===== src/hw/rtl/psg_pkg.sv =====
package psg_pkg;

  typedef enum logic [2:0] {
    PSG_TICK      = 3'd0,
    PSG_SELECT    = 3'd1,
    PSG_WRITE     = 3'd2,
    PSG_READ      = 3'd3,
    PSG_IRQ_ENTER = 3'd4,
    PSG_IRQ_EXIT  = 3'd5
  } psg_func_e;

  typedef enum logic [1:0] {
    PSG_FALL = 2'd0,
    PSG_RISE = 2'd1,
    PSG_LOW  = 2'd2,
    PSG_HIGH = 2'd3
  } psg_kind_e;

  localparam int unsigned NumVoices = 3;
  localparam int unsigned RegCount  = 14;
  localparam int unsigned RegIdxW   = 4;
  localparam int unsigned ToneW     = 12;
  localparam int unsigned ToneCntW  = 13;
  localparam int unsigned NoiseW    = 5;
  localparam int unsigned NoiseCntW = 6;
  localparam int unsigned LfsrW     = 17;
  localparam int unsigned EnvW      = 16;
  localparam int unsigned EnvCntW   = 17;
  localparam int unsigned EnvPosW   = 6;
  localparam int unsigned LevelW    = 4;

  localparam logic [RegIdxW-1:0] REG_NOISE      = 4'd6;
  localparam logic [RegIdxW-1:0] REG_MIXER      = 4'd7;
  localparam logic [RegIdxW-1:0] REG_VOL_A      = 4'd8;
  localparam logic [RegIdxW-1:0] REG_ENV_FINE   = 4'd11;
  localparam logic [RegIdxW-1:0] REG_ENV_COARSE = 4'd12;
  localparam logic [RegIdxW-1:0] REG_ENV_SHAPE  = 4'd13;

  localparam logic [7:0] MIXER_RESET = 8'h3f;

  typedef struct packed {
    logic tick;
    logic half_tick;
    logic irq_exit;
    logic env_restart;
  } psg_ctrl_t;

  function automatic logic [7:0] reg_mask(logic [RegIdxW-1:0] idx);
    logic [7:0] m;
    unique case (idx)
      4'd0, 4'd2, 4'd4, 4'd11, 4'd12: m = 8'hff;
      4'd1, 4'd3, 4'd5, 4'd13:        m = 8'h0f;
      4'd6, 4'd8, 4'd9, 4'd10:        m = 8'h1f;
      4'd7:                           m = 8'h3f;
      default:                        m = 8'h00;
    endcase
    return m;
  endfunction

  // First phase is a ramp set by the attack bit; the second depends on the whole shape.
  function automatic psg_kind_e shape_kind(logic [3:0] shape, logic phase);
    psg_kind_e k;
    if (!phase) begin
      k = shape[2] ? PSG_RISE : PSG_FALL;
    end else begin
      unique case (shape)
        4'd8, 4'd14:  k = PSG_FALL;
        4'd10, 4'd12: k = PSG_RISE;
        4'd11, 4'd13: k = PSG_HIGH;
        default:      k = PSG_LOW;
      endcase
    end
    return k;
  endfunction

  function automatic logic [LevelW-1:0] env_level(psg_kind_e kind, logic [4:0] step);
    logic [LevelW-1:0] l;
    unique case (kind)
      PSG_FALL: l = ~step[4:1];
      PSG_RISE: l = step[4:1];
      PSG_LOW:  l = '0;
      PSG_HIGH: l = '1;
      default:  l = '0;
    endcase
    return l;
  endfunction

endpackage


===== src/hw/rtl/psg_tone.sv =====
module psg_tone (
  input  logic                                         clk_i,
  input  logic                                         rst_ni,
  input  psg_pkg::psg_ctrl_t                           ctrl_i,
  input  logic [psg_pkg::NumVoices-1:0][psg_pkg::ToneW-1:0] period_i,
  input  logic [psg_pkg::NumVoices-1:0]                sync_set_i,
  output logic [psg_pkg::NumVoices-1:0]                edges_o
);

  logic [psg_pkg::ToneCntW-1:0] cnt_q [psg_pkg::NumVoices];
  logic [psg_pkg::ToneCntW-1:0] cnt_d [psg_pkg::NumVoices];
  logic [psg_pkg::ToneCntW-1:0] inc   [psg_pkg::NumVoices];
  logic [psg_pkg::NumVoices-1:0] edges_q, edges_d;
  logic [psg_pkg::NumVoices-1:0] pending_q, pending_d;

  always_comb begin
    edges_d   = edges_q;
    pending_d = ctrl_i.irq_exit ? '0 : (pending_q | sync_set_i);
    for (int v = 0; v < psg_pkg::NumVoices; v++) begin
      inc[v]   = cnt_q[v] + psg_pkg::ToneCntW'(1);
      cnt_d[v] = cnt_q[v];
      if (ctrl_i.tick) begin
        if (inc[v] >= {1'b0, period_i[v]}) begin
          edges_d[v] = ~edges_q[v];
          cnt_d[v]   = '0;
        end else begin
          cnt_d[v] = inc[v];
        end
      end else if (ctrl_i.irq_exit && pending_q[v]) begin
        // Square sync: restart the voice with a forced phase flip.
        edges_d[v] = ~edges_q[v];
        cnt_d[v]   = '0;
      end
    end
  end

  always_ff @(posedge clk_i or negedge rst_ni) begin
    if (!rst_ni) begin
      edges_q   <= '0;
      pending_q <= '0;
      for (int v = 0; v < psg_pkg::NumVoices; v++) begin
        cnt_q[v] <= '0;
      end
    end else begin
      edges_q   <= edges_d;
      pending_q <= pending_d;
      for (int v = 0; v < psg_pkg::NumVoices; v++) begin
        cnt_q[v] <= cnt_d[v];
      end
    end
  end

  assign edges_o = edges_q;

  a_exit_clears_pending: assert property (@(posedge clk_i) disable iff (!rst_ni)
    ctrl_i.irq_exit |=> pending_q == '0)
    else $error("sync request survived an interrupt exit");

  a_edges_quiet: assert property (@(posedge clk_i) disable iff (!rst_ni)
    !(ctrl_i.tick || ctrl_i.irq_exit) |=> $stable(edges_q))
    else $error("tone phase moved without a tick or interrupt exit");

  a_cnt_bounded: assert property (@(posedge clk_i) disable iff (!rst_ni)
    ctrl_i.tick |=> cnt_q[0] <= psg_pkg::ToneCntW'(4096))
    else $error("tone counter ran past the largest period");

endmodule


===== src/hw/rtl/psg_noise.sv =====
module psg_noise (
  input  logic                         clk_i,
  input  logic                         rst_ni,
  input  psg_pkg::psg_ctrl_t           ctrl_i,
  input  logic [psg_pkg::NoiseW-1:0]   period_i,
  output logic                         noise_bit_o
);

  logic [psg_pkg::NoiseCntW-1:0] cnt_q, cnt_d, inc;
  logic [psg_pkg::LfsrW-1:0]     shift_q, shift_d;
  logic                          bit_q, bit_d, fb;

  always_comb begin
    inc     = cnt_q + psg_pkg::NoiseCntW'(1);
    fb      = shift_q[0] ^ shift_q[2];
    cnt_d   = cnt_q;
    shift_d = shift_q;
    bit_d   = bit_q;
    if (ctrl_i.half_tick) begin
      if (inc >= {1'b0, period_i}) begin
        cnt_d   = '0;
        bit_d   = fb;
        shift_d = {fb, shift_q[psg_pkg::LfsrW-1:1]};
      end else begin
        cnt_d = inc;
      end
    end
  end

  always_ff @(posedge clk_i or negedge rst_ni) begin
    if (!rst_ni) begin
      cnt_q   <= '0;
      shift_q <= psg_pkg::LfsrW'(1);
      bit_q   <= 1'b0;
    end else begin
      cnt_q   <= cnt_d;
      shift_q <= shift_d;
      bit_q   <= bit_d;
    end
  end

  assign noise_bit_o = bit_q;

  a_lfsr_alive: assert property (@(posedge clk_i) disable iff (!rst_ni)
    shift_q != '0)
    else $error("noise shift register locked up at zero");

  a_noise_only_half: assert property (@(posedge clk_i) disable iff (!rst_ni)
    !ctrl_i.half_tick |=> $stable(shift_q) && $stable(cnt_q))
    else $error("noise state moved outside a half-rate tick");

  a_bit_from_shift: assert property (@(posedge clk_i) disable iff (!rst_ni)
    $past(shift_q) != shift_q |-> bit_q == shift_q[psg_pkg::LfsrW-1])
    else $error("noise output differs from the bit shifted in");

endmodule


===== src/hw/rtl/psg_env.sv =====
module psg_env (
  input  logic                         clk_i,
  input  logic                         rst_ni,
  input  psg_pkg::psg_ctrl_t           ctrl_i,
  input  logic [psg_pkg::EnvW-1:0]     period_i,
  input  logic [3:0]                   shape_i,
  output logic [psg_pkg::LevelW-1:0]   level_o
);

  logic [psg_pkg::EnvCntW-1:0] cnt_q, cnt_d, inc;
  // Position 0..63: values below 32 are the first phase of the shape.
  logic [psg_pkg::EnvPosW-1:0] pos_q, pos_d;
  logic                        repeating;

  assign repeating = shape_i[3] & ~shape_i[0];

  always_comb begin
    inc   = cnt_q + psg_pkg::EnvCntW'(1);
    cnt_d = cnt_q;
    pos_d = pos_q;
    if (ctrl_i.env_restart) begin
      cnt_d = '0;
      pos_d = '0;
    end else if (ctrl_i.half_tick) begin
      if (inc >= {1'b0, period_i}) begin
        cnt_d = '0;
        if (pos_q == '1) begin
          pos_d = repeating ? '0 : psg_pkg::EnvPosW'(32);
        end else begin
          pos_d = pos_q + psg_pkg::EnvPosW'(1);
        end
      end else begin
        cnt_d = inc;
      end
    end
  end

  always_ff @(posedge clk_i or negedge rst_ni) begin
    if (!rst_ni) begin
      cnt_q <= '0;
      pos_q <= psg_pkg::EnvPosW'(32);
    end else begin
      cnt_q <= cnt_d;
      pos_q <= pos_d;
    end
  end

  assign level_o = psg_pkg::env_level(psg_pkg::shape_kind(shape_i, pos_q[5]), pos_q[4:0]);

  a_restart: assert property (@(posedge clk_i) disable iff (!rst_ni)
    ctrl_i.env_restart |=> pos_q == '0 && cnt_q == '0)
    else $error("envelope did not restart on a shape write");

  a_hold_second_phase: assert property (@(posedge clk_i) disable iff (!rst_ni)
    pos_q[5] && !ctrl_i.env_restart && !repeating |=> pos_q[5])
    else $error("hold shape left its second phase");

  a_env_only_half: assert property (@(posedge clk_i) disable iff (!rst_ni)
    !ctrl_i.half_tick && !ctrl_i.env_restart |=> $stable(pos_q) && $stable(cnt_q))
    else $error("envelope moved outside a half-rate tick");

endmodule


===== src/hw/rtl/psg_three_voice_tone_noise_envelope.sv =====
// Three-voice sound generator core with tone, noise and envelope, driven one port
// access per item (tick, register select, data write, data read, interrupt enter
// and exit), each giving exactly one result. A new item is taken every clock
// cycle unless the input is stalled; the item is held in an input register and
// is then loaded into a result register that drives the outputs, and all counters,
// the noise shift register and the envelope advance at that same edge. A stalled
// result holds the input register and stalls the input. Levels on a tick
// reflect the state before that tick's update. Reads of register numbers 14
// and above return zero, and writes to them are dropped.
module psg_three_voice_tone_noise_envelope (
  input  logic       clk_i,
  input  logic       rst_ni,
  input  logic       in_valid_i,
  output logic       in_stall_o,
  input  logic [2:0] func_i,
  input  logic [7:0] value_i,
  output logic       out_valid_o,
  input  logic       out_stall_i,
  output logic [3:0] level_a_o,
  output logic [3:0] level_b_o,
  output logic [3:0] level_c_o,
  output logic [7:0] read_data_o
);

  logic       in_valid_q;
  logic [2:0] func_q;
  logic [7:0] value_q;
  logic       adv, exec;

  logic       out_valid_q;
  logic [3:0] level_a_q, level_b_q, level_c_q;
  logic [7:0] read_data_q;

  logic [7:0] regs_q [psg_pkg::RegCount];
  logic [7:0] regs_d [psg_pkg::RegCount];
  logic [7:0] sel_q, sel_d;
  logic       in_irq_q, in_irq_d;
  logic       half_q;
  logic       wr_ok;

  psg_pkg::psg_ctrl_t ctrl;
  logic [psg_pkg::NumVoices-1:0][psg_pkg::ToneW-1:0] period;
  logic [psg_pkg::NumVoices-1:0] sync_set;
  logic [psg_pkg::NumVoices-1:0] edges;
  logic [psg_pkg::NumVoices-1:0][psg_pkg::LevelW-1:0] lvl;
  logic       noise_bit;
  logic [psg_pkg::LevelW-1:0] env_lvl;
  logic [7:0] rd_data;
  logic [7:0] vol;
  logic [7:0] mixer;

  // Input register; it moves on whenever the result register can take an item.
  assign adv        = !out_valid_q || !out_stall_i;
  assign exec       = in_valid_q && adv;
  assign in_stall_o = in_valid_q && !adv;

  always_ff @(posedge clk_i or negedge rst_ni) begin
    if (!rst_ni) begin
      in_valid_q <= 1'b0;
    end else if (!in_stall_o) begin
      in_valid_q <= in_valid_i;
    end
  end

  always_ff @(posedge clk_i) begin
    if (in_valid_i && !in_stall_o) begin
      func_q  <= func_i;
      value_q <= value_i;
    end
  end

  assign wr_ok = exec && (func_q == psg_pkg::PSG_WRITE) && (sel_q < 8'(psg_pkg::RegCount));

  always_comb begin
    ctrl.tick        = exec && (func_q == psg_pkg::PSG_TICK);
    ctrl.half_tick   = ctrl.tick && !half_q;
    ctrl.irq_exit    = exec && (func_q == psg_pkg::PSG_IRQ_EXIT);
    ctrl.env_restart = wr_ok && (sel_q[3:0] == psg_pkg::REG_ENV_SHAPE);
  end

  always_comb begin
    for (int r = 0; r < psg_pkg::RegCount; r++) begin
      regs_d[r] = regs_q[r];
    end
    if (wr_ok) begin
      regs_d[sel_q[3:0]] = value_q & psg_pkg::reg_mask(sel_q[3:0]);
    end
    sel_d = (exec && func_q == psg_pkg::PSG_SELECT) ? value_q : sel_q;
    if (exec && func_q == psg_pkg::PSG_IRQ_ENTER) begin
      in_irq_d = 1'b1;
    end else if (ctrl.irq_exit) begin
      in_irq_d = 1'b0;
    end else begin
      in_irq_d = in_irq_q;
    end
    // A period write inside the interrupt that leaves the period at 0 or 1 arms sync.
    for (int v = 0; v < psg_pkg::NumVoices; v++) begin
      sync_set[v] = wr_ok && in_irq_q && (sel_q[7:1] == 7'(v)) &&
                    (regs_d[2*v+1][3:0] == 4'd0) && (regs_d[2*v][7:1] == 7'd0);
      period[v]   = {regs_q[2*v+1][3:0], regs_q[2*v]};
    end
  end

  always_ff @(posedge clk_i or negedge rst_ni) begin
    if (!rst_ni) begin
      for (int r = 0; r < psg_pkg::RegCount; r++) begin
        regs_q[r] <= (r == int'(psg_pkg::REG_MIXER)) ? psg_pkg::MIXER_RESET : 8'h00;
      end
      sel_q    <= '0;
      in_irq_q <= 1'b0;
      half_q   <= 1'b0;
    end else begin
      for (int r = 0; r < psg_pkg::RegCount; r++) begin
        regs_q[r] <= regs_d[r];
      end
      sel_q    <= sel_d;
      in_irq_q <= in_irq_d;
      if (ctrl.tick) begin
        half_q <= ~half_q;
      end
    end
  end

  psg_tone u_tone (
    .clk_i      (clk_i),
    .rst_ni     (rst_ni),
    .ctrl_i     (ctrl),
    .period_i   (period),
    .sync_set_i (sync_set),
    .edges_o    (edges)
  );

  psg_noise u_noise (
    .clk_i       (clk_i),
    .rst_ni      (rst_ni),
    .ctrl_i      (ctrl),
    .period_i    (regs_q[psg_pkg::REG_NOISE][psg_pkg::NoiseW-1:0]),
    .noise_bit_o (noise_bit)
  );

  psg_env u_env (
    .clk_i    (clk_i),
    .rst_ni   (rst_ni),
    .ctrl_i   (ctrl),
    .period_i ({regs_q[psg_pkg::REG_ENV_COARSE], regs_q[psg_pkg::REG_ENV_FINE]}),
    .shape_i  (regs_q[psg_pkg::REG_ENV_SHAPE][3:0]),
    .level_o  (env_lvl)
  );

  always_comb begin
    mixer = regs_q[psg_pkg::REG_MIXER];
    vol   = '0;
    for (int v = 0; v < psg_pkg::NumVoices; v++) begin
      vol    = regs_q[int'(psg_pkg::REG_VOL_A) + v];
      lvl[v] = '0;
      if (ctrl.tick && (edges[v] || mixer[v]) && (noise_bit || mixer[v+3])) begin
        lvl[v] = vol[4] ? env_lvl : vol[3:0];
      end
    end
    rd_data = '0;
    if (exec && func_q == psg_pkg::PSG_READ && sel_q < 8'(psg_pkg::RegCount)) begin
      rd_data = regs_q[sel_q[3:0]];
    end
  end

  // Result register.
  always_ff @(posedge clk_i or negedge rst_ni) begin
    if (!rst_ni) begin
      out_valid_q <= 1'b0;
    end else if (adv) begin
      out_valid_q <= in_valid_q;
    end
  end

  always_ff @(posedge clk_i) begin
    if (exec) begin
      level_a_q   <= lvl[0];
      level_b_q   <= lvl[1];
      level_c_q   <= lvl[2];
      read_data_q <= rd_data;
    end
  end

  assign out_valid_o = out_valid_q;
  assign level_a_o   = level_a_q;
  assign level_b_o   = level_b_q;
  assign level_c_o   = level_c_q;
  assign read_data_o = read_data_q;

  a_read_excludes_levels: assert property (@(posedge clk_i) disable iff (!rst_ni)
    out_valid_q && read_data_q != 8'd0 |->
      level_a_q == 4'd0 && level_b_q == 4'd0 && level_c_q == 4'd0)
    else $error("read result carries voice levels");

  a_stall_only_when_full: assert property (@(posedge clk_i) disable iff (!rst_ni)
    in_stall_o |-> in_valid_q && out_valid_q && out_stall_i)
    else $error("input stalled while the result register could drain");

  a_no_write_past_file: assert property (@(posedge clk_i) disable iff (!rst_ni)
    wr_ok |-> sel_q[7:4] == 4'd0 && sel_q[3:0] != 4'd14 && sel_q[3:0] != 4'd15)
    else $error("write accepted for a register beyond the file");

  a_half_toggles_on_tick: assert property (@(posedge clk_i) disable iff (!rst_ni)
    ctrl.tick |=> half_q != $past(half_q))
    else $error("half-rate toggle missed a tick");

endmodule

===== config.mk =====
export PLATFORM = sky130hd
export DESIGN_NAME = psg_three_voice_tone_noise_envelope
export DESIGN_NICKNAME = d
export VERILOG_FILES = /design/src/hw/rtl/psg_pkg.sv /design/src/hw/rtl/psg_tone.sv /design/src/hw/rtl/psg_noise.sv /design/src/hw/rtl/psg_env.sv /design/src/hw/rtl/psg_three_voice_tone_noise_envelope.sv
export SDC_FILE = /design/constraint.sdc
export NUM_CORES = 1
export LEC_CHECK = 0
export CAP_MARGIN = 30
export CORE_MARGIN = 2
export CORE_UTILIZATION = 40
export DETAILED_ROUTE_END_ITERATION = 10
export DONT_BUFFER_PORTS = 1
export PLACE_DENSITY = 0.65
export SLEW_MARGIN = 0
export SYNTH_ARGS = -nofsm -noshare
export SYNTH_HDL_FRONTEND = slang
export SYNTH_SLANG_ARGS = --single-unit
export TNS_END_PERCENT = 50

===== constraint.sdc =====
create_clock -name clk_i -period 5.9 [get_ports clk_i]
set_clock_uncertainty 0.15 [all_clocks]
set_input_delay 0 -clock clk_i [delete_from_list [all_inputs] [get_ports clk_i]]
set_output_delay 0 -clock clk_i [all_outputs]
set_load 0.02 [all_outputs]

==> metrics.txt <==
setup ws final 1.92 ns; Max VDD drop 0.000264 V; post-layout util 45.1%; DRC 0; clock sink count 246; CP bufs+invs 1; Leakage 6.35 nW; drt initial violations 757; total gr overflow 0; Worst Hold Launch out_stall_i; first-pass iteration count of the detailed router 5; Setup CP Type reg2reg; clk_lat worst skew 0.57 ns; crit share post-route 67.5%; startpoint types flop; post-route cell area 0.0151 mm2; commonest non-fill, non-tap cell in the layout nand2_1; Register-to-Register Path Depth 13; vias 10300; num rows 67; Mapped Area 0.0136 mm2; DP Wirelength 22700 um; Cell variety after synth 72; first-pass GRT wire length 54100 um; Post-synth EDFFs 31; post-synth top area share 38.1%; Critical R2R Capture u_env.pos_q[5]$_DFFE_PN1P_; clock root cell clkbuf_16; WL/cell 17.7 um; TritonCTS clock tree built; Post-synth top flop dfrtp_1; critical-path cell list ha_1 > nand4_1 > or2_2 > o21a_1 > or2_2 > ha_1 > o21ai_0 > nor2_1 > a2bb2oi_1 > nor4bb_2 > buf_4 > nor4_1 > o211a_1; GP Congestion 0.909; pre-CTS setup slack 1.99 ns; antenna cells 0; r2r startpoint u_env.cnt_q[0]$_DFFE_PN0P_; FMAX 251 MHz; commonest cells after routing, fill and taps aside nand2_1, dfrtp_1, o21ai_0; Mapped Nets 1486; RSZ-0062 raised after global routing no; Final setup violation count 0; share of flip-flops with an asynchronous set or reset 87.4%; Horiz. Die Dim 188 um; Hold Violations, Final 0; placed standard-cell area 0.0139 mm2; vias per cell 5.56; Worst path max stage delay 0.53 ns; final net count 1472; crit path capture type flop; number of global-route vias before repair 9927; area occupied by multi-input gates 0.00665 mm2; # fillers 3167; Post-Synthesis Cells 1403; gr usage total 18.7%; Total Neg Setup Slack 0 ns; slew margin rel. 29.0%; Worst Path Arrival 4.31 ns; Synth-to-Final Area Change 11.1%; Initial Utilization 40.5%; share of post-route cells with drive strength above 1 9.36%; Seq. cell area 0.00632 mm2; Tightest Hold Check Type in2reg; cell depth of the worst hold path 2; worst reg-to-reg setup slack 1.92 ns; MaxCap Viol Count 0; Setup Buffers After CTS 0; Final Critical Period 3.98 ns; clk slew on worst S/H paths 0.06 ns; Largest delay share family, worst path simple AND/OR/NAND/NOR gates; worst path required time 6.23 ns; final slew viol count 0; drt total wl 32900 um; Max Root-Sink Buffers 3; status completed; htree depth 1; top-level port count 37; Hold EP out_valid_o$_DFFE_PN0N_; top post-synthesis cells by area dfrtp_1, edfxtp_1, nand2_1; die area 0.0355 mm2; Worst Path Max Fanout 16; Yosys top cell by area dfrtp_1; Synth Register Bits 246; ANT nets after route 0; Pwr Density 309 mW/mm2; Least-Margin Pin Slew 1.06 ns; Slowest-stage cell, CP nor4bb_2; Synth Area per Inst 9.69 um2; Seq/Total Area, Yosys 46.5%; Die Height 188 um; input/output buffers 0; Core Region 0.0335 mm2; pin count of the biggest net entering global routing 216; YS warnings 0; TritonCTS buffer count 28; initial antenna violation count 0
==> worst max-delay path by stage <==
stage / start / end / slack (ns) / cells after the start
after floorplan: u_env.cnt_q[0]$_DFFE_PN0P_ / u_env.cnt_q[13]$_DFFE_PN0P_ / 2.37 / 15
after global placement: u_env.cnt_q[0]$_DFFE_PN0P_ / u_env.pos_q[5]$_DFFE_PN1P_ / 2.09 / 13
after detailed placement: u_env.cnt_q[0]$_DFFE_PN0P_ / u_env.pos_q[5]$_DFFE_PN1P_ / 1.99 / 13
after CTS: u_env.cnt_q[0]$_DFFE_PN0P_ / u_env.pos_q[5]$_DFFE_PN1P_ / 1.97 / 13
after global routing: u_env.cnt_q[0]$_DFFE_PN0P_ / u_env.pos_q[5]$_DFFE_PN1P_ / 1.61 / 13
final: u_env.cnt_q[0]$_DFFE_PN0P_ / u_env.pos_q[5]$_DFFE_PN1P_ / 1.92 / 13
==> worst reg2reg max path, stage by stage (launching register included) <==
cell and delay (ns):
dfrtp_1 0.45, ha_1 0.30, nand4_1 0.14, or2_2 0.39
o21a_1 0.22, or2_2 0.31, ha_1 0.31, o21ai_0 0.21
nor2_1 0.09, a2bb2oi_1 0.21, nor4bb_2 0.53, buf_4 0.29
nor4_1 0.08, o211a_1 0.24
==> synthesized netlist by cell type (13+ instances only) <==
cell type  number
dfrtp_1       207
nor3_1         15
a211oi_1       33
xor2_1         25
nor2_1         51
edfxtp_1       31
nor4_1         13
inv_1          71
ha_1           68
clkbuf_1       56
or2_2          13
mux4_2         17
mux2_2         25
nand3_1        50
mux2i_1        16
o221ai_1       13
o21ai_0       164
nand4_1        19
o211ai_1       20
a21oi_1        38
a32o_1         15
xnor2_1        28
nor2b_1        16
buf_2          16
nand2_1       232
==> power breakdown <==
part	switching (W)	internal, W
combinational	0.000616	0.000326
clock	0.000726	0.00100
sequential	0.000154	0.00184
==> routing by layer <==
| layer | global-route usage (%) | part of all wire [%] |
|---|---|---|
| met2 | 29.9 | 46 |
| met5 | 0 | 0 |
| met3 | 2.31 | 5.0 |
| met1 | 26.8 | 47 |
| met4 | 5.20 | 2.8 |
==> metrics by stage <==
step,hold slack (ns),instances,power [W]
final,0.0388,1859,0.00467
after global routing,0.0437,1859,0.00489
after CTS,0.00538,1859,0.00469
after detailed placement,-0.437,1780,0.00292
after global placement,-0.439,1778,0.00289
after floorplan,-0.446,1403,0.00265
==> layout make-up <==
type                       instances  share of cell area, %
clock buffer                      41                   5.37
clock inverter                    11                  0.811
inverter                          71                   1.76
multi-input combinational       1003                   44.0
sequential                       246                   41.8
tap                              448                   3.71
timing repair buffer              39                   2.50
==> timing repair <==
action | CTS | global route
hold buffers | 27 | 0
gates resized for setup | 0 | 0
hold endpoints to repair | 243 | 0
==> kinds of logic (layout without fill, tap and decap cells) <==
logic type | count (synthesis) | in the layout | synth area share (%)
simple gates | 482 | 482 | 17.2
compound gates | 342 | 342 | 15.9
mux | 58 | 58 | 6.06
fa+ha+maj | 68 | 68 | 6.26
buf+inv | 154 | 162 | 4.64
flops | 246 | 246 | 46.5
xor+xnor | 53 | 53 | 3.41
Note: power is estimated with default switching activity, not from simulation.
